<file path="src/design/eg_pkg.sv">
// Package for the epoch goodness scheduler: field widths, commands, entry
// states, entry record, sequencer states and entry unit opcodes.
// No dependencies.
`timescale 1ns / 1ps

package eg_pkg;

  // Field widths
  localparam int unsigned NUM_ENTRIES_DEF = 32;
  localparam int unsigned CMD_W   = 2;
  localparam int unsigned PID_W   = 5;
  localparam int unsigned STATE_W = 2;
  localparam int unsigned PRIO_W  = 8;
  localparam int unsigned COUNT_W = 9;
  localparam int unsigned GOOD_W  = 10;
  localparam int unsigned ENTRY_W = STATE_W + PRIO_W + COUNT_W + GOOD_W;

  // Commands; code 3 is ignored
  typedef enum logic [CMD_W-1:0] {
    CMD_SET     = 2'd0,
    CMD_CREATE  = 2'd1,
    CMD_RESCHED = 2'd2,
    CMD_NONE    = 2'd3
  } cmd_e;

  // Entry states
  typedef enum logic [STATE_W-1:0] {
    PS_FREE  = 2'd0,
    PS_READY = 2'd1,
    PS_CURR  = 2'd2,
    PS_WAIT  = 2'd3
  } pstate_e;

  // One table entry as stored in the RAM
  typedef struct packed {
    pstate_e              state;
    logic [PRIO_W-1:0]    prio;
    logic [COUNT_W-1:0]   counter;
    logic [GOOD_W-1:0]    goodness;
  } entry_t;

  // Entry unit opcodes
  typedef enum logic [2:0] {
    ALU_PASS,
    ALU_SET_STATE,
    ALU_CREATE,
    ALU_STORE_REM,
    ALU_EPOCH,
    ALU_TO_READY,
    ALU_TO_CURR
  } alu_op_e;

  // Operands of the entry unit
  typedef struct packed {
    pstate_e              new_state;
    logic [PRIO_W-1:0]    prio;
    logic [COUNT_W-1:0]   rem;
    logic                 is_cur;
    logic [GOOD_W-1:0]    best_good;
  } alu_arg_t;

  // Status from the entry unit
  typedef struct packed {
    logic live;    // ready with quantum left
    logic better;  // candidate that beats the best goodness so far
  } alu_flags_t;

  // Sequencer states
  typedef enum logic [3:0] {
    S_IDLE,
    S_SET_WR,
    S_CUR_WR,
    S_EP_SCAN,
    S_EP_UPD,
    S_PICK,
    S_FIN_CUR,
    S_FIN_NX,
    S_EMIT
  } seq_e;

endpackage

</file>
<file path="src/design/eg_in_if.sv">
// Input channel of the epoch goodness scheduler: valid/ready plus command.
// Depends on eg_pkg.
`timescale 1ns / 1ps

interface eg_in_if;
  logic                      valid;
  logic                      ready;
  logic [eg_pkg::CMD_W-1:0]   cmd;
  logic [eg_pkg::PID_W-1:0]   pid;
  logic [eg_pkg::STATE_W-1:0] new_state;
  logic [eg_pkg::PRIO_W-1:0]  priority_req;
  logic [eg_pkg::COUNT_W-1:0] remaining;

  modport source (output valid, cmd, pid, new_state, priority_req, remaining,
                  input ready);
  modport sink   (input valid, cmd, pid, new_state, priority_req, remaining,
                  output ready);
endinterface

</file>
<file path="src/design/eg_out_if.sv">
// Result channel of the epoch goodness scheduler: valid/ready plus result.
// Depends on eg_pkg.
`timescale 1ns / 1ps

interface eg_out_if;
  logic                      valid;
  logic                      ready;
  logic [eg_pkg::PID_W-1:0]   run_pid;
  logic                      switched;
  logic [eg_pkg::COUNT_W-1:0] quantum;

  modport source (output valid, run_pid, switched, quantum, input ready);
  modport sink   (input valid, run_pid, switched, quantum, output ready);
endinterface

</file>
<file path="src/design/epoch_goodness_scheduler.sv">
// Top level of the epoch goodness scheduler: sequencer, entry table and valid bits.
// Depends on eg_pkg, eg_in_if, eg_out_if, eg_ram and eg_alu.
`timescale 1ns / 1ps

// One transaction in, one result out. The table sits in a single RAM with
// one read and one write port, walked one entry per cycle by a sequencer
// around a shared entry unit; the block takes no new transaction while it
// works. A reschedule steps the read port through the table for the epoch
// check, then for the epoch update when a new epoch starts, and then for the
// pick, which is skipped when the running entry keeps the processor at the
// end of an epoch. The output register lets a new transaction be taken while
// a result waits. Entries carry valid bits cleared at reset, so no clearing
// pass is needed.
module epoch_goodness_scheduler #(
  parameter int unsigned NUM_ENTRIES = eg_pkg::NUM_ENTRIES_DEF
) (
  input  logic            clk_i,
  input  logic            rst_ni,
  eg_in_if.sink           in_i,
  eg_out_if.source        out_o
);

  localparam int unsigned IDX_W  = $clog2(NUM_ENTRIES);
  localparam int unsigned IDXC_W = $clog2(NUM_ENTRIES + 1);

  eg_pkg::seq_e state_q, state_d;

  // Control registers
  logic [IDX_W-1:0]       cur_q, cur_d;
  logic [NUM_ENTRIES-1:0] valid_q, valid_d;
  logic                   rd_valid_q;
  logic [IDXC_W-1:0]      idx_q, idx_d;
  logic                   pend_q, pend_d;
  logic                   live_q, live_d;
  logic                   out_valid_q, out_valid_d;

  // Payload registers
  logic [eg_pkg::PID_W-1:0]   pid_q, pid_d;
  eg_pkg::pstate_e            nst_q, nst_d;
  logic [eg_pkg::PRIO_W-1:0]  prio_q, prio_d;
  logic [eg_pkg::COUNT_W-1:0] rem_q, rem_d;
  logic [IDX_W-1:0]           paddr_q, paddr_d;
  logic [IDX_W-1:0]           best_q, best_d;
  logic [eg_pkg::GOOD_W-1:0]  bestg_q, bestg_d;
  logic [eg_pkg::COUNT_W-1:0] curc_q, curc_d;
  eg_pkg::pstate_e            curst_q, curst_d;
  logic                       res_sw_q, res_sw_d;
  logic [eg_pkg::COUNT_W-1:0] res_quant_q, res_quant_d;
  logic [eg_pkg::PID_W-1:0]   out_pid_q, out_pid_d;
  logic                       out_sw_q, out_sw_d;
  logic [eg_pkg::COUNT_W-1:0] out_quant_q, out_quant_d;

  // RAM and entry unit wiring
  logic                       ram_we;
  logic [IDX_W-1:0]           ram_waddr, ram_raddr;
  logic [eg_pkg::ENTRY_W-1:0] ram_rdata;
  eg_pkg::entry_t             rd_ent, alu_ent;
  eg_pkg::alu_op_e            alu_op;
  eg_pkg::alu_arg_t           alu_arg;
  eg_pkg::alu_flags_t         alu_flags;

  logic                       in_acc, pid_ok, scan_issue, scan_done;
  eg_pkg::cmd_e               in_cmd;

  assign in_cmd = eg_pkg::cmd_e'(in_i.cmd);
  assign in_acc = in_i.valid && in_i.ready;
  assign pid_ok = 32'(in_i.pid) < NUM_ENTRIES;

  // Entries never written read as the reset record
  assign rd_ent = rd_valid_q ? eg_pkg::entry_t'(ram_rdata) : '0;

  eg_ram #(
    .WIDTH (eg_pkg::ENTRY_W),
    .DEPTH (NUM_ENTRIES)
  ) u_table (
    .clk_i   (clk_i),
    .we_i    (ram_we),
    .waddr_i (ram_waddr),
    .wdata_i (alu_ent),
    .raddr_i (ram_raddr),
    .rdata_o (ram_rdata)
  );

  // Operands come straight from the port while idle, else from latched fields
  always_comb begin
    if (state_q == eg_pkg::S_IDLE) begin
      alu_arg.new_state = eg_pkg::pstate_e'(in_i.new_state);
      alu_arg.prio      = in_i.priority_req;
      alu_arg.rem       = in_i.remaining;
    end else begin
      alu_arg.new_state = nst_q;
      alu_arg.prio      = prio_q;
      alu_arg.rem       = rem_q;
    end
    alu_arg.is_cur    = (paddr_q == cur_q);
    alu_arg.best_good = bestg_q;
  end

  eg_alu u_alu (
    .op_i    (alu_op),
    .ent_i   (rd_ent),
    .arg_i   (alu_arg),
    .ent_o   (alu_ent),
    .flags_o (alu_flags)
  );

  // Table walk: issue one read a cycle, process it the cycle after
  assign scan_issue = idx_q < IDXC_W'(NUM_ENTRIES);
  assign scan_done  = !scan_issue && !pend_q;

  // Sequencer: next state and datapath control
  always_comb begin
    state_d     = state_q;
    cur_d       = cur_q;
    valid_d     = valid_q;
    idx_d       = idx_q;
    pend_d      = 1'b0;
    live_d      = live_q;
    out_valid_d = out_valid_q && !out_o.ready;
    pid_d       = pid_q;
    nst_d       = nst_q;
    prio_d      = prio_q;
    rem_d       = rem_q;
    paddr_d     = paddr_q;
    best_d      = best_q;
    bestg_d     = bestg_q;
    curc_d      = curc_q;
    curst_d     = curst_q;
    res_sw_d    = res_sw_q;
    res_quant_d = res_quant_q;
    out_pid_d   = out_pid_q;
    out_sw_d    = out_sw_q;
    out_quant_d = out_quant_q;
    ram_we      = 1'b0;
    ram_waddr   = paddr_q;
    ram_raddr   = idx_q[IDX_W-1:0];
    alu_op      = eg_pkg::ALU_PASS;

    unique case (state_q)
      eg_pkg::S_IDLE: begin
        ram_raddr = (in_cmd == eg_pkg::CMD_RESCHED) ? cur_q : IDX_W'(in_i.pid);
        alu_op    = eg_pkg::ALU_CREATE;
        if (in_acc) begin
          pid_d       = in_i.pid;
          nst_d       = eg_pkg::pstate_e'(in_i.new_state);
          prio_d      = in_i.priority_req;
          rem_d       = in_i.remaining;
          res_sw_d    = 1'b0;
          res_quant_d = '0;
          unique case (in_cmd)
            eg_pkg::CMD_SET: begin
              state_d = pid_ok ? eg_pkg::S_SET_WR : eg_pkg::S_EMIT;
            end
            eg_pkg::CMD_CREATE: begin
              if (pid_ok) begin
                ram_we    = 1'b1;
                ram_waddr = IDX_W'(in_i.pid);
              end
              state_d = eg_pkg::S_EMIT;
            end
            eg_pkg::CMD_RESCHED: state_d = eg_pkg::S_CUR_WR;
            eg_pkg::CMD_NONE:    state_d = eg_pkg::S_EMIT;
            default:             state_d = eg_pkg::S_EMIT;
          endcase
        end
      end

      // Set state: write back the entry read in the accept cycle
      eg_pkg::S_SET_WR: begin
        alu_op    = eg_pkg::ALU_SET_STATE;
        ram_we    = 1'b1;
        ram_waddr = IDX_W'(pid_q);
        state_d   = eg_pkg::S_EMIT;
      end

      // Reschedule: store remaining quantum into the running entry
      eg_pkg::S_CUR_WR: begin
        alu_op    = eg_pkg::ALU_STORE_REM;
        ram_we    = 1'b1;
        ram_waddr = cur_q;
        curst_d   = rd_ent.state;
        idx_d     = '0;
        live_d    = 1'b0;
        state_d   = eg_pkg::S_EP_SCAN;
      end

      // Look for a ready entry with quantum left
      eg_pkg::S_EP_SCAN: begin
        pend_d  = scan_issue;
        paddr_d = idx_q[IDX_W-1:0];
        if (scan_issue) begin
          idx_d = idx_q + 1'b1;
        end
        if (pend_q && alu_flags.live) begin
          live_d = 1'b1;
        end
        if (scan_done) begin
          idx_d = '0;
          if (live_q) begin
            best_d  = '0;
            bestg_d = '0;
            state_d = eg_pkg::S_PICK;
          end else if (curst_q == eg_pkg::PS_CURR && rem_q != '0) begin
            // Epoch over but the running entry keeps the processor
            res_quant_d = rem_q;
            state_d     = eg_pkg::S_EMIT;
          end else begin
            state_d = eg_pkg::S_EP_UPD;
          end
        end
      end

      // New epoch: recompute goodness and counter of every entry that is not free
      eg_pkg::S_EP_UPD: begin
        alu_op  = eg_pkg::ALU_EPOCH;
        pend_d  = scan_issue;
        paddr_d = idx_q[IDX_W-1:0];
        if (scan_issue) begin
          idx_d = idx_q + 1'b1;
        end
        if (pend_q) begin
          ram_we = 1'b1;
        end
        if (scan_done) begin
          idx_d   = '0;
          best_d  = '0;
          bestg_d = '0;
          state_d = eg_pkg::S_PICK;
        end
      end

      // Pick the highest goodness, lowest index on ties
      eg_pkg::S_PICK: begin
        pend_d  = scan_issue;
        paddr_d = idx_q[IDX_W-1:0];
        if (scan_issue) begin
          idx_d = idx_q + 1'b1;
        end
        if (pend_q) begin
          if (alu_flags.better) begin
            best_d  = paddr_q;
            bestg_d = rd_ent.goodness;
          end
          if (paddr_q == cur_q) begin
            curc_d = rd_ent.counter;
          end
        end
        if (scan_done) begin
          if (best_q == cur_q && curst_q == eg_pkg::PS_CURR) begin
            res_quant_d = curc_q;
            state_d     = eg_pkg::S_EMIT;
          end else if (curst_q == eg_pkg::PS_CURR) begin
            ram_raddr = cur_q;
            state_d   = eg_pkg::S_FIN_CUR;
          end else begin
            ram_raddr = best_q;
            state_d   = eg_pkg::S_FIN_NX;
          end
        end
      end

      // Demote the old running entry, fetch the new one
      eg_pkg::S_FIN_CUR: begin
        alu_op    = eg_pkg::ALU_TO_READY;
        ram_we    = 1'b1;
        ram_waddr = cur_q;
        ram_raddr = best_q;
        state_d   = eg_pkg::S_FIN_NX;
      end

      // Promote the picked entry and grant its quantum
      eg_pkg::S_FIN_NX: begin
        alu_op      = eg_pkg::ALU_TO_CURR;
        ram_we      = 1'b1;
        ram_waddr   = best_q;
        cur_d       = best_q;
        res_sw_d    = (best_q != cur_q);
        res_quant_d = (best_q == '0) ? eg_pkg::COUNT_W'(1) : rd_ent.counter;
        state_d     = eg_pkg::S_EMIT;
      end

      // Hand the result to the output register once it is free
      eg_pkg::S_EMIT: begin
        if (!out_valid_q || out_o.ready) begin
          out_valid_d = 1'b1;
          out_pid_d   = eg_pkg::PID_W'(cur_q);
          out_sw_d    = res_sw_q;
          out_quant_d = res_quant_q;
          state_d     = eg_pkg::S_IDLE;
        end
      end

      default: state_d = eg_pkg::S_IDLE;
    endcase

    if (ram_we) begin
      valid_d[ram_waddr] = 1'b1;
    end
  end

  // Control state
  always_ff @(posedge clk_i or negedge rst_ni) begin
    if (!rst_ni) begin
      state_q     <= eg_pkg::S_IDLE;
      cur_q       <= '0;
      valid_q     <= '0;
      rd_valid_q  <= 1'b0;
      idx_q       <= '0;
      pend_q      <= 1'b0;
      live_q      <= 1'b0;
      out_valid_q <= 1'b0;
    end else begin
      state_q     <= state_d;
      cur_q       <= cur_d;
      valid_q     <= valid_d;
      rd_valid_q  <= valid_q[ram_raddr];
      idx_q       <= idx_d;
      pend_q      <= pend_d;
      live_q      <= live_d;
      out_valid_q <= out_valid_d;
    end
  end

  // Payload
  always_ff @(posedge clk_i) begin
    pid_q       <= pid_d;
    nst_q       <= nst_d;
    prio_q      <= prio_d;
    rem_q       <= rem_d;
    paddr_q     <= paddr_d;
    best_q      <= best_d;
    bestg_q     <= bestg_d;
    curc_q      <= curc_d;
    curst_q     <= curst_d;
    res_sw_q    <= res_sw_d;
    res_quant_q <= res_quant_d;
    out_pid_q   <= out_pid_d;
    out_sw_q    <= out_sw_d;
    out_quant_q <= out_quant_d;
  end

  assign in_i.ready     = (state_q == eg_pkg::S_IDLE);
  assign out_o.valid    = out_valid_q;
  assign out_o.run_pid  = out_pid_q;
  assign out_o.switched = out_sw_q;
  assign out_o.quantum  = out_quant_q;

  // Leaving the emit state always leaves a result in the output register
  a_emit_loads: assert property (@(posedge clk_i) disable iff (!rst_ni)
    (state_q == eg_pkg::S_EMIT && state_d == eg_pkg::S_IDLE) |=> out_valid_q)
    else $error("emit left without loading the output register");

  // Valid bits are only ever set
  a_valid_sticky: assert property (@(posedge clk_i) disable iff (!rst_ni)
    1'b1 |=> ((valid_q & $past(valid_q)) == $past(valid_q)))
    else $error("table valid bit cleared");

  // Best goodness never drops during the pick walk
  a_pick_monotonic: assert property (@(posedge clk_i) disable iff (!rst_ni)
    (state_q == eg_pkg::S_PICK && $past(state_q) == eg_pkg::S_PICK)
      |-> (bestg_q >= $past(bestg_q)))
    else $error("best goodness decreased during pick");

  // The running id only changes when a switch completes
  a_cur_change: assert property (@(posedge clk_i) disable iff (!rst_ni)
    (cur_q != $past(cur_q)) |-> ($past(state_q) == eg_pkg::S_FIN_NX))
    else $error("running id changed outside a switch");

endmodule

</file>
<file path="src/design/eg_ram.sv">
// Generic simple dual-port RAM: one write port, one read port, registered read.
// No dependencies.
`timescale 1ns / 1ps

module eg_ram #(
  parameter int unsigned WIDTH = 8,
  parameter int unsigned DEPTH = 32
) (
  input  logic                     clk_i,
  input  logic                     we_i,
  input  logic [$clog2(DEPTH)-1:0] waddr_i,
  input  logic [WIDTH-1:0]         wdata_i,
  input  logic [$clog2(DEPTH)-1:0] raddr_i,
  output logic [WIDTH-1:0]         rdata_o
);

  logic [WIDTH-1:0] mem_q [DEPTH];

  always_ff @(posedge clk_i) begin
    if (we_i) begin
      mem_q[waddr_i] <= wdata_i;
    end
    rdata_o <= mem_q[raddr_i];
  end

endmodule

</file>
<file path="src/design/eg_alu.sv">
// Shared entry unit: computes the updated entry record and scan flags for
// one table entry per cycle. Depends on eg_pkg.
`timescale 1ns / 1ps

module eg_alu (
  input  eg_pkg::alu_op_e    op_i,
  input  eg_pkg::entry_t     ent_i,
  input  eg_pkg::alu_arg_t   arg_i,
  output eg_pkg::entry_t     ent_o,
  output eg_pkg::alu_flags_t flags_o
);

  logic cand;

  // Entry update
  always_comb begin
    ent_o = ent_i;
    unique case (op_i)
      eg_pkg::ALU_PASS: ;
      eg_pkg::ALU_SET_STATE: ent_o.state = arg_i.new_state;
      eg_pkg::ALU_CREATE: begin
        ent_o.state    = eg_pkg::PS_READY;
        ent_o.prio     = arg_i.prio;
        ent_o.counter  = '0;
        ent_o.goodness = '0;
      end
      eg_pkg::ALU_STORE_REM: begin
        ent_o.counter = arg_i.rem;
        if (arg_i.rem == '0) begin
          ent_o.goodness = '0;
        end
      end
      eg_pkg::ALU_EPOCH: begin
        // goodness = prio + counter, counter = prio + counter/2; neither overflows
        if (ent_i.state != eg_pkg::PS_FREE) begin
          ent_o.goodness = eg_pkg::GOOD_W'(ent_i.prio) + eg_pkg::GOOD_W'(ent_i.counter);
          ent_o.counter  = eg_pkg::COUNT_W'(ent_i.prio) + (ent_i.counter >> 1);
        end
      end
      eg_pkg::ALU_TO_READY: ent_o.state = eg_pkg::PS_READY;
      eg_pkg::ALU_TO_CURR:  ent_o.state = eg_pkg::PS_CURR;
      default: ;
    endcase
  end

  // Scan flags
  assign cand = (ent_i.state == eg_pkg::PS_READY) ||
                (arg_i.is_cur && ent_i.state == eg_pkg::PS_CURR);
  assign flags_o.live   = (ent_i.state == eg_pkg::PS_READY) && (ent_i.counter != '0);
  assign flags_o.better = cand && (ent_i.goodness > arg_i.best_good);

endmodule
</file>
<file path="src/flat_wrapper.sv">
// flat-port wrapper written by rule: the top's interface ports become plain ports
module epoch_goodness_scheduler_flat 
#(
  parameter int unsigned NUM_ENTRIES = eg_pkg::NUM_ENTRIES_DEF
)
  (clk_i, rst_ni, in_i_valid, in_i_cmd, in_i_pid, in_i_new_state, in_i_priority_req, in_i_remaining, in_i_ready, out_o_valid, out_o_run_pid, out_o_switched, out_o_quantum, out_o_ready);
  eg_in_if in_i_i ();
  eg_out_if out_o_i ();
  input  logic clk_i;
  input  logic rst_ni;
  input wire logic [$bits(in_i_i.valid)-1:0] in_i_valid;
  input wire logic [$bits(in_i_i.cmd)-1:0] in_i_cmd;
  input wire logic [$bits(in_i_i.pid)-1:0] in_i_pid;
  input wire logic [$bits(in_i_i.new_state)-1:0] in_i_new_state;
  input wire logic [$bits(in_i_i.priority_req)-1:0] in_i_priority_req;
  input wire logic [$bits(in_i_i.remaining)-1:0] in_i_remaining;
  output wire logic [$bits(in_i_i.ready)-1:0] in_i_ready;
  output wire logic [$bits(out_o_i.valid)-1:0] out_o_valid;
  output wire logic [$bits(out_o_i.run_pid)-1:0] out_o_run_pid;
  output wire logic [$bits(out_o_i.switched)-1:0] out_o_switched;
  output wire logic [$bits(out_o_i.quantum)-1:0] out_o_quantum;
  input wire logic [$bits(out_o_i.ready)-1:0] out_o_ready;
  assign in_i_i.valid = in_i_valid;
  assign in_i_i.cmd = in_i_cmd;
  assign in_i_i.pid = in_i_pid;
  assign in_i_i.new_state = in_i_new_state;
  assign in_i_i.priority_req = in_i_priority_req;
  assign in_i_i.remaining = in_i_remaining;
  assign in_i_ready = in_i_i.ready;
  assign out_o_valid = out_o_i.valid;
  assign out_o_run_pid = out_o_i.run_pid;
  assign out_o_switched = out_o_i.switched;
  assign out_o_quantum = out_o_i.quantum;
  assign out_o_i.ready = out_o_ready;
  epoch_goodness_scheduler #(.NUM_ENTRIES(NUM_ENTRIES)) u_core (.clk_i(clk_i), .rst_ni(rst_ni), .in_i(in_i_i), .out_o(out_o_i));
endmodule
</file>
<file path="config.mk">
export PLATFORM = sky130hd
export DESIGN_NAME = epoch_goodness_scheduler_flat
export DESIGN_NICKNAME = d
export VERILOG_FILES = /design/src/design/eg_pkg.sv /design/src/design/eg_in_if.sv /design/src/design/eg_out_if.sv /design/src/design/epoch_goodness_scheduler.sv /design/src/design/eg_ram.sv /design/src/design/eg_alu.sv /design/src/flat_wrapper.sv
export SDC_FILE = /design/constraint.sdc
export NUM_CORES = 1
export LEC_CHECK = 0
export BUFFER_PORTS_ARGS = -buffer_cell sky130_fd_sc_hd__buf_2
export CAP_MARGIN = 15
export CORE_ASPECT_RATIO = 1.25
export CORE_MARGIN = 2
export CORE_UTILIZATION = 42
export CTS_BUF_LIST = sky130_fd_sc_hd__clkbuf_8 sky130_fd_sc_hd__clkbuf_16
export DETAILED_ROUTE_END_ITERATION = 7
export GPL_ROUTABILITY_DRIVEN = 0
export PLACE_DENSITY = 0.6
export SKIP_LAST_GASP = 1
export SLEW_MARGIN = 0
export SYNTH_ARGS = -nofsm -noshare
export SYNTH_HDL_FRONTEND = slang
export SYNTH_SLANG_ARGS = --single-unit
</file>
<file path="constraint.sdc">
create_clock -name clk_i -period 8.46 [get_ports clk_i]
set_clock_uncertainty 0.15 [all_clocks]
set_input_delay 0.423 -clock clk_i [delete_from_list [all_inputs] [get_ports clk_i]]
set_output_delay 0.423 -clock clk_i [all_outputs]
set_load 0.02 [all_outputs]
</file>
==> results.txt, run 1 <==
----------------------------------------------------
[Global routing]
  Number of antenna violations at the first check in global routing ... 1
  Via count of the first global-routing pass ... 26255
  Global-route wire length before repair ... 178000 um
  Largest net degree at the start of global routing ... 145
  Global routing usage summed across all routing layers ... 0.229
  Global route total overflow ... 0

[Final layout]
  Diode count ... 0
  Layout overhead on the synthesized area ... 14.1%
  Layout cell share with drive strength beyond 1 ... 0.130
  Post-route insts no fill ... 4656
  Final nets ... 3288
  Filler cells ... 8821

[Routing]
  DR WL/cell ... 26.5 um
  Number of optimization iterations in the first detailed-route pass ... 5
  Drt initial violations ... 2682
  Via Count ... 27202
  Detailed-route wire length ... 124000 um
  Remaining design rule violation count ... 0
  Remaining antenna violation count after routing ... 0
  Avg Vias per Cell ... 5.84

[Clock network]
  Total number of clock tree sinks ... 1088
  Clock tree root driver cell ... clkbuf_16
  Hold buffers post-CTS ... 27
  Post-CTS Setup Inserts ... 0
  Maximum number of buffers from clock root to sink ... 3
  Clock tree from TritonCTS ... yes
  Clock-pin transition on the worst setup and hold timing paths ... 0.06 ns
  Number of instances resized during post-cts repair ... 0
  Total number of H-tree levels ... 3
  Number of buffers added by the clock tree synthesis step ... 104
  Clk Latency, worst-skew pair ... 0.70 ns

[STA]
  Relative slew slack ... 0.259
  Unrepaired setup endpoints after global routing ... false
  Final Max Tran Viols ... 0
  Final-report hold violation count ... 0
  Setup WS post-layout ... 2.53 ns
  Share of the clock period used by the worst path ... 0.701
  Tightest Pin Transition ... 1.11 ns
  Setup Total Neg Slack ... 0 ns
  Post-route minimum period ... 5.93 ns
  Finish-stage setup viols ... 0
  Maximum operating frequency ... 169 MHz

[Critical path]
  Critical path data required time ... 8.88 ns
  Nature of the critical path endpoint ... flop
  Worst setup path class ... reg -> reg
  Arrival time at the worst endpoint ... 6.36 ns
  CP Launch Type ... flop
  Critical path launch point ... u_core.state_q[3]
  Maximum fanout along the worst path ... 48
  Worst reg2reg startpoint ... u_core.state_q[3]

[Logic synthesis]
  Post-synthesis share of cell area spent on xor and xnor gates ... 0.00400
  Async SR Flop Fraction ... 0.0469
  Post-Synthesis Net Count ... 3205
  Synth unique cells ... 78
  Post-synthesis register bit count ... 1088
  Mux cell area share after synthesis ... 0.0314
  Top FF cell, synth ... edfxtp_1
  Dominant combinational cell family by area after synthesis ... simple AND/OR/NAND/NOR gates
  Syn_area_per_cell ... 13.9 um2
  Post-synthesis share of cell area spent on and, or, nand and nor gates ... 0.105
  Area of the mapped netlist ... 0.0438 mm2
  Count of warnings emitted by yosys ... 0
  Post-synthesis adder-cell area fraction ... 0.00978
  Complex-gate fraction of the synthesized area ... 0.0933
  Seq/Total Area, Yosys ... 0.734
  Post-synthesis instance total ... 3142
  Number of enable flip-flop cells after synthesis ... 1008

[Die]
  Die footprint ... 0.107 mm2
  Floorplan die width ... 293 um
  Number of top-level pins ... 47
  Vertical die dimension ... 365 um
  Site Rows ... 132
  Area of the placeable core ... 0.104 mm2
  Initial core utilization ... 0.423

[Place]
  Placed Instances ... 4430
  Number of buffer cells added on primary ports ... 46
  Pre-CTS setup slack ... 2.57 ns
  HPWL Detailed ... 67200 um

[Pwr]
  Worst vdd ir ... 0.000377 V
  Post-route total power ... 21.6 mW
  Static Leak ... 17.3 nW
  Pwr per Cell Area ... 432 mW/mm2

[Flow run]
  Number of maximum-capacitance violations ... 0

[Min path]
  Hold path startpoint ... in_i_cmd[1]
  Worst min-delay path class ... in -> reg

[Run status]
  Status ... completed

----------------------------------------------------
==> cells in the mapped netlist, drive strengths merged, types with 43 or more instances <==
cell | count | area share
a21oi | 132 | 0.015
a32oi | 85 | 0.017
dfrtp | 51 | 0.029
o22ai | 43 | 0.0061
buf | 76 | 0.0088
a31oi | 87 | 0.012
and3 | 60 | 0.0086
nor2 | 97 | 0.0084
edfxtp | 1008 | 0.69
clkbuf | 111 | 0.0095
a211oi | 60 | 0.010
o21ai | 80 | 0.0091
nand2 | 653 | 0.056
mux2i | 134 | 0.031
inv | 53 | 0.0045
==> where the power goes <==
group | total (mW) | leakage, nW | internal [mW] | switching (mW)
clock network | 4.85 | 1.84 | 2.82 | 2.03
registers | 8.25 | 10.2 | 7.97 | 0.274
logic | 8.46 | 5.35 | 2.25 | 6.21
==> sequential cells by signal, indices dropped and copies added (netlist names), 2 cells and up <==
| name | flops |
|---|---|
| u_core.curst_q | 2 |
| u_core.nst_q | 2 |
| u_core.bestg_q | 10 |
| u_core.paddr_q | 5 |
| u_core.cur_q | 5 |
| u_core.pid_q | 5 |
| u_core.rem_q | 9 |
| u_core.state_q | 4 |
| u_core.curc_q | 9 |
| u_core.u_table.mem_q | 928 |
| u_core.out_o.run_pid | 5 |
| u_core.idx_q | 6 |
| u_core.valid_q | 32 |
| u_core.res_quant_q | 9 |
| u_core.prio_q | 8 |
| u_core.best_q | 5 |
| u_core.out_o.quantum | 9 |
| u_core.u_table.rdata_o | 29 |
==> stage by stage <==
step	hold slack [ns]	cell area, um2	util
after global routing	0.165	49900	0.482
after detailed placement	0.255	46000	0.445
after floorplan	-0.0226	43800	-
after global placement	0.252	46000	0.445
final	0.0862	49900	0.482
after CTS	0.0552	49900	0.482
==> worst paths after layout <==
| check | endpoint | slack [ns] | cells past startpoint |
|---|---|---|---|
| worst min-delay path | u_core.state_q[0] | 0.09 | 4 |
| worst max register to register | u_core.u_table.rdata_o[11] | 2.53 | 9 |
| min in group asynchronous | u_core.valid_q[24] | 0.24 | 3 |
| worst max-delay path | u_core.u_table.rdata_o[11] | 2.53 | 9 |
| worst min register to register | u_core.out_o.quantum[6] | 0.27 | 0 |
| max in group asynchronous | u_core.state_q[2] | 7.39 | 3 |
==> layout by cell type, fill, tap and decap left out, types with 60 or more instances in the layout <==
| master | synthesis | final |
|---|---|---|
| edfxtp_1 | 1008 | 1008 |
| mux2i_1 | 134 | 134 |
| a31oi_1 | 87 | 87 |
| nor2_1 | 95 | 62 |
| inv_1 | 53 | 70 |
| a21oi_1 | 132 | 129 |
| buf_4 | 4 | 87 |
| clkbuf_16 | 0 | 108 |
| o21ai_0 | 78 | 67 |
| a211oi_1 | 60 | 60 |
| nand2_1 | 653 | 653 |
| a32oi_1 | 85 | 85 |
==> layout make-up <==
cell class / count / area (um2) / area share
sequential: 1088 / 32100 / 0.643
multi-input combinational: 1813 / 11100 / 0.223
inverter: 54 / 203 / 0.00406
clock inverter: 81 / 782 / 0.0157
timing repair buffer: 164 / 1220 / 0.0245
tap: 1340 / 1680 / 0.0336
clock buffer: 116 / 2810 / 0.0563
==> critical path, stage by stage (launching register included) <==
cell and delay, ns:
dfrtp_1 0.66, nand4bb_1 1.04, o41ai_2 0.99, a221o_4 0.69
or4_2 0.23, buf_4 0.48, a211oi_1 0.10, a31oi_1 0.49
nand4_1 0.46, a2111oi_1 0.48
==> per-layer routing <==
metal | share of wire | track usage | up-vias
met5 | 0 | 0 | -
met4 | 0.043 | 0.105 | 0
met3 | 0.064 | 0.0272 | 189
met2 | 0.48 | 0.383 | 1050
met1 | 0.41 | 0.300 | 13928
li1 | - | - | 12035
==> cells by family (layout without fill, tap and decap cells) <==
logic type | Yosys count | count (layout)
buf+inv | 241 | 415
simple gates | 1031 | 1031
fa+ha+maj | 33 | 33
mux | 137 | 137
flops | 1088 | 1088
xor+xnor | 20 | 20
compound gates | 592 | 592
No activity file was read; power rests on OpenSTA's default activity.
==> run 2: changes to the inputs <==
--- a/config.mk
+++ b/config.mk
@@ -13,7 +13,7 @@
 export CTS_BUF_LIST = sky130_fd_sc_hd__clkbuf_8 sky130_fd_sc_hd__clkbuf_16
 export DETAILED_ROUTE_END_ITERATION = 7
 export GPL_ROUTABILITY_DRIVEN = 0
-export PLACE_DENSITY = 0.6
+export PLACE_DENSITY = 0.62
 export SKIP_LAST_GASP = 1
 export SLEW_MARGIN = 0
 export SYNTH_ARGS = -nofsm -noshare
==> constraint.sdc (replaced) <==
create_clock -name clk_i -period 5.3 [get_ports clk_i]
set_clock_uncertainty 0.15 [all_clocks]
set_input_delay 0.265 -clock clk_i [delete_from_list [all_inputs] [get_ports clk_i]]
set_output_delay 0.265 -clock clk_i [all_outputs]
set_load 0.02 [all_outputs]
==> run 2 against run 1 <==
  * Wire length shrank 3.0%
  * Global-route usage shrank 0.55 points
  * Non-clock buffer count grew 22
  * Die area is the same
  * Critical endpoint is now u_core.rd_valid_q
  * Largest cell class unchanged
==> results.txt, run 2 (same netlist as run 1, synthesis figures left out) <==
----------------------------------------------------
[Global routing]
  Global route hottest layer ... met2 (unchanged)
  Largest net degree at the start of global routing ... 127 (was 145)
  Met2 Use GR ... 0.383 (about the same)
  Via count of the first global-routing pass ... 26400 (was 26255)
  Met1 global-route usage ... 0.276 (was 0.300)
  Number of antenna violations at the first check in global routing ... 0 (was 1)
  Global-route wire length before repair ... 176000 um (was 178000 um)
  Met3 layer usage reported by global route ... 0.0285 (was 0.0272)
  Global routing usage summed across all routing layers ... 0.223 (was 0.229)
  Global route total overflow ... 0 (unchanged)

[Pwr]
  Sequential Power Share ... 0.382 (about the same)
  Proportion of total power due to net switching ... 0.402 (was 0.395)
  Post-route total power ... 34.5 mW (was 21.6 mW)
  Internal Dissipation ... 20.7 mW (was 13.0 mW)
  Share of total power in the clock network ... 0.214 (was 0.225)
  Pwr per Cell Area ... 689 mW/mm2 (was 432 mW/mm2)
  Gate power share ... 0.404 (was 0.392)
  Switching component of the power ... 13.9 mW (was 8.52 mW)
  Worst vdd ir ... 0.000469 V (was 0.000377 V)
  Static Leak ... 17.4 nW (was 17.3 nW)

[STA]
  Final-report hold violation count ... 0 (unchanged)
  Final Max Tran Viols ... 0 (unchanged)
  Tightest Pin Transition ... 1.16 ns (was 1.11 ns)
  Unrepaired setup endpoints after global routing ... false (unchanged)
  Setup Total Neg Slack ... 0 ns (unchanged)
  Post-route minimum period ... 4.90 ns (was 5.93 ns)
  Relative slew slack ... 0.204 (was 0.259)
  Hold slack final ... 0.0869 ns (was 0.0862 ns)
  Share of the clock period used by the worst path ... 0.925 (was 0.701)
  Finish-stage setup viols ... 0 (unchanged)
  Maximum operating frequency ... 204 MHz (was 169 MHz)

[Routing]
  Detailed-route wire length ... 120000 um (was 124000 um)
  Drt initial violations ... 2667 (was 2682)
  Via Count ... 26892 (was 27202)
  Remaining design rule violation count ... 0 (unchanged)
  Avg Vias per Cell ... 5.76 (was 5.84)
  DR WL/cell ... 25.7 um (was 26.5 um)
  Number of optimization iterations in the first detailed-route pass ... 7 (was 5)
  Remaining antenna violation count after routing ... 0 (unchanged)

[Critical path]
  CP Launch Type ... flop (unchanged)
  Critical-path top delay cell ... a2111oi_0 (was nand4bb_1)
  Most common cell on crit path ... buf_4
  Arrival time at the worst endpoint ... 5.42 ns (was 6.36 ns)
  Critical path data required time ... 5.81 ns (was 8.88 ns)
  Critical path, cell by cell ... or4_1 -> clkinv_1 -> buf_4 -> a22oi_1 -> nand4_1 -> buf_4 -> buf_12 -> a21oi_1 -> a22oi_1 -> o21ai_1 -> a2111oi_0 -> buf_4 -> and4_1 (was nand4bb_1 -> o41ai_2 -> a221o_4 -> or4_2 -> buf_4 -> a211oi_1 -> a31oi_1 -> nand4_1 -> a2111oi_1)
  Worst path max stage delay ... 0.93 ns (was 1.04 ns)
  Kind of cell with the highest combined delay on the critical path ... compound AO/OA/AOI/OAI gates (unchanged)
  Maximum fanout along the worst path ... 126 (was 48)
  Nature of the critical path endpoint ... flop (unchanged)
  Buffers and inverters on the worst path ... 5 (was 1)
  Worst setup path class ... reg -> reg (unchanged)

[Flow run]
  Number of maximum-capacitance violations ... 0 (unchanged)

[Final layout]
  Diode count ... 0 (unchanged)
  Final nets ... 3307 (was 3288)
  Commonest non-fill, non-tap cells in the layout ... 1008 x edfxtp_1, 653 x nand2_1, 134 x mux2i_1 (unchanged)
  Layout overhead on the synthesized area ... 14.5% (was 14.1%)
  Max FFs per register ... 928 (unchanged)
  Register bank with the most flops ... u_core.u_table.mem_q (unchanged)
  Util after Layout ... 0.484 (was 0.482)
  Most frequent standard cell in the layout excluding fill and tap cells ... edfxtp_1 (unchanged)
  Layout cell share with drive strength beyond 1 ... 0.133 (was 0.130)
  Leading registers by flop count ... u_core.u_table.mem_q (928), u_core.valid_q (32), u_core.u_table.rdata_o (29) (unchanged)

[Clock network]
  Clock tree root driver cell ... clkbuf_16 (unchanged)
  Clk Latency, worst-skew pair ... 0.73 ns (was 0.70 ns)
  Clock-pin transition on the worst setup and hold timing paths ... 0.07 ns (was 0.06 ns)
  Maximum number of buffers from clock root to sink ... 3 (unchanged)
  Number of buffers added by the clock tree synthesis step ... 101 (was 104)
  Clock tree from TritonCTS ... yes (unchanged)
  Total number of H-tree levels ... 3 (unchanged)
  Total number of clock tree sinks ... 1088 (unchanged)
  Number of instances resized during post-cts repair ... 0 (unchanged)

[Die]
  Number of top-level pins ... 47 (unchanged)
  Area of the placeable core ... 0.104 mm2 (unchanged)
  Die footprint ... 0.107 mm2 (unchanged)
  Initial core utilization ... 0.423 (unchanged)
  Vertical die dimension ... 365 um (unchanged)
  Site Rows ... 132 (unchanged)
  Floorplan die width ... 293 um (unchanged)

[Run status]
  Status ... completed (unchanged)

[Place]
  Number of buffer cells added on primary ports ... 46 (unchanged)
  HPWL Detailed ... 72900 um (was 67200 um)

[Min path]
  Worst min-delay path class ... in -> async (was in -> reg)

----------------------------------------------------
[run 2: cell types whose count changed in the layout (fill, tap and decap cells not counted), moves of 2 or more]
cell,previous run,this run
bufinv_16,14,10
clkinv_2,24,18
buf_12,2,15
clkbuf_16,108,103
o21ai_4,1,6
clkinvlp_4,3,8
clkinv_1,17,19
o21ai_2,10,5
buf_8,2,0
buf_4,87,96
[run 2: stage by stage]
stage | worst slack, ns | cells | cell area [um2]
detailed placement | 0.461 | 4451 | 46400
floorplan | 0.934 | 3142 | 43800
finish | 0.395 | 4670 | 50100
global route | 0.178 | 4670 | 50100
CTS | 0.462 | 4668 | 50100
global placement | 0.464 | 4449 | 46400
[run 2: final timing paths]
| check | slack (ns) | startpoint | cells after the start | end |
|---|---|---|---|---|
| max | 0.40 | u_core.state_q[1] | 13 | u_core.rd_valid_q |
| min | 0.09 | rst_ni | 3 | u_core.cur_q[2] |
| max reg2reg | 0.40 | u_core.state_q[1] | 13 | u_core.rd_valid_q |
| min reg2reg | 0.27 | u_core.res_quant_q[7] | 0 | u_core.out_o.quantum[7] |
| max in group asynchronous | 4.33 | rst_ni | 3 | u_core.valid_q[1] |
| min in group clk_i | 0.11 | in_i_valid | 3 | u_core.pid_q[0] |
[run 2: layout make-up]
cell class	instances	area (um2)
clock buffers	112	2700
clock inverters	77	684
fillers	8789	53400
inverters	54	203
multi-input cells	1813	11200
flip-flops and latches	1088	32100
well taps	1340	1680
repair buffers	186	1560
[run 2: tightest hold or removal path: cells and delay by family]
family / cells / cell delay (ns)
buffers and inverters: 3 / 1.21
[run 2: layer usage]
layer  wire, um  part of all wire  vias up
met3       6690             0.056      232
met1      46500              0.39    13615
met5          0                 0        -
met4       6410             0.053        0
li1           -                 -    12067
met2      60300              0.50      978
[run 2: power groups by stage]
stage / Clock (mW) / Combinational, mW / Sequential, mW
after floorplan: 0 / 7.88 / 13.3
after global placement: 0 / 13.8 / 13.3
after detailed placement: 0 / 13.9 / 13.4
after CTS: 7.49 / 14.0 / 13.2
after global routing: 7.80 / 14.9 / 13.3
final: 7.39 / 14.0 / 13.2
[run 2: what timing repair did]
item                                   4_1_cts  5_1_grt
buffers inserted                             0        0
endpoints found under the hold margin       78        0
hold buffers                                28        0
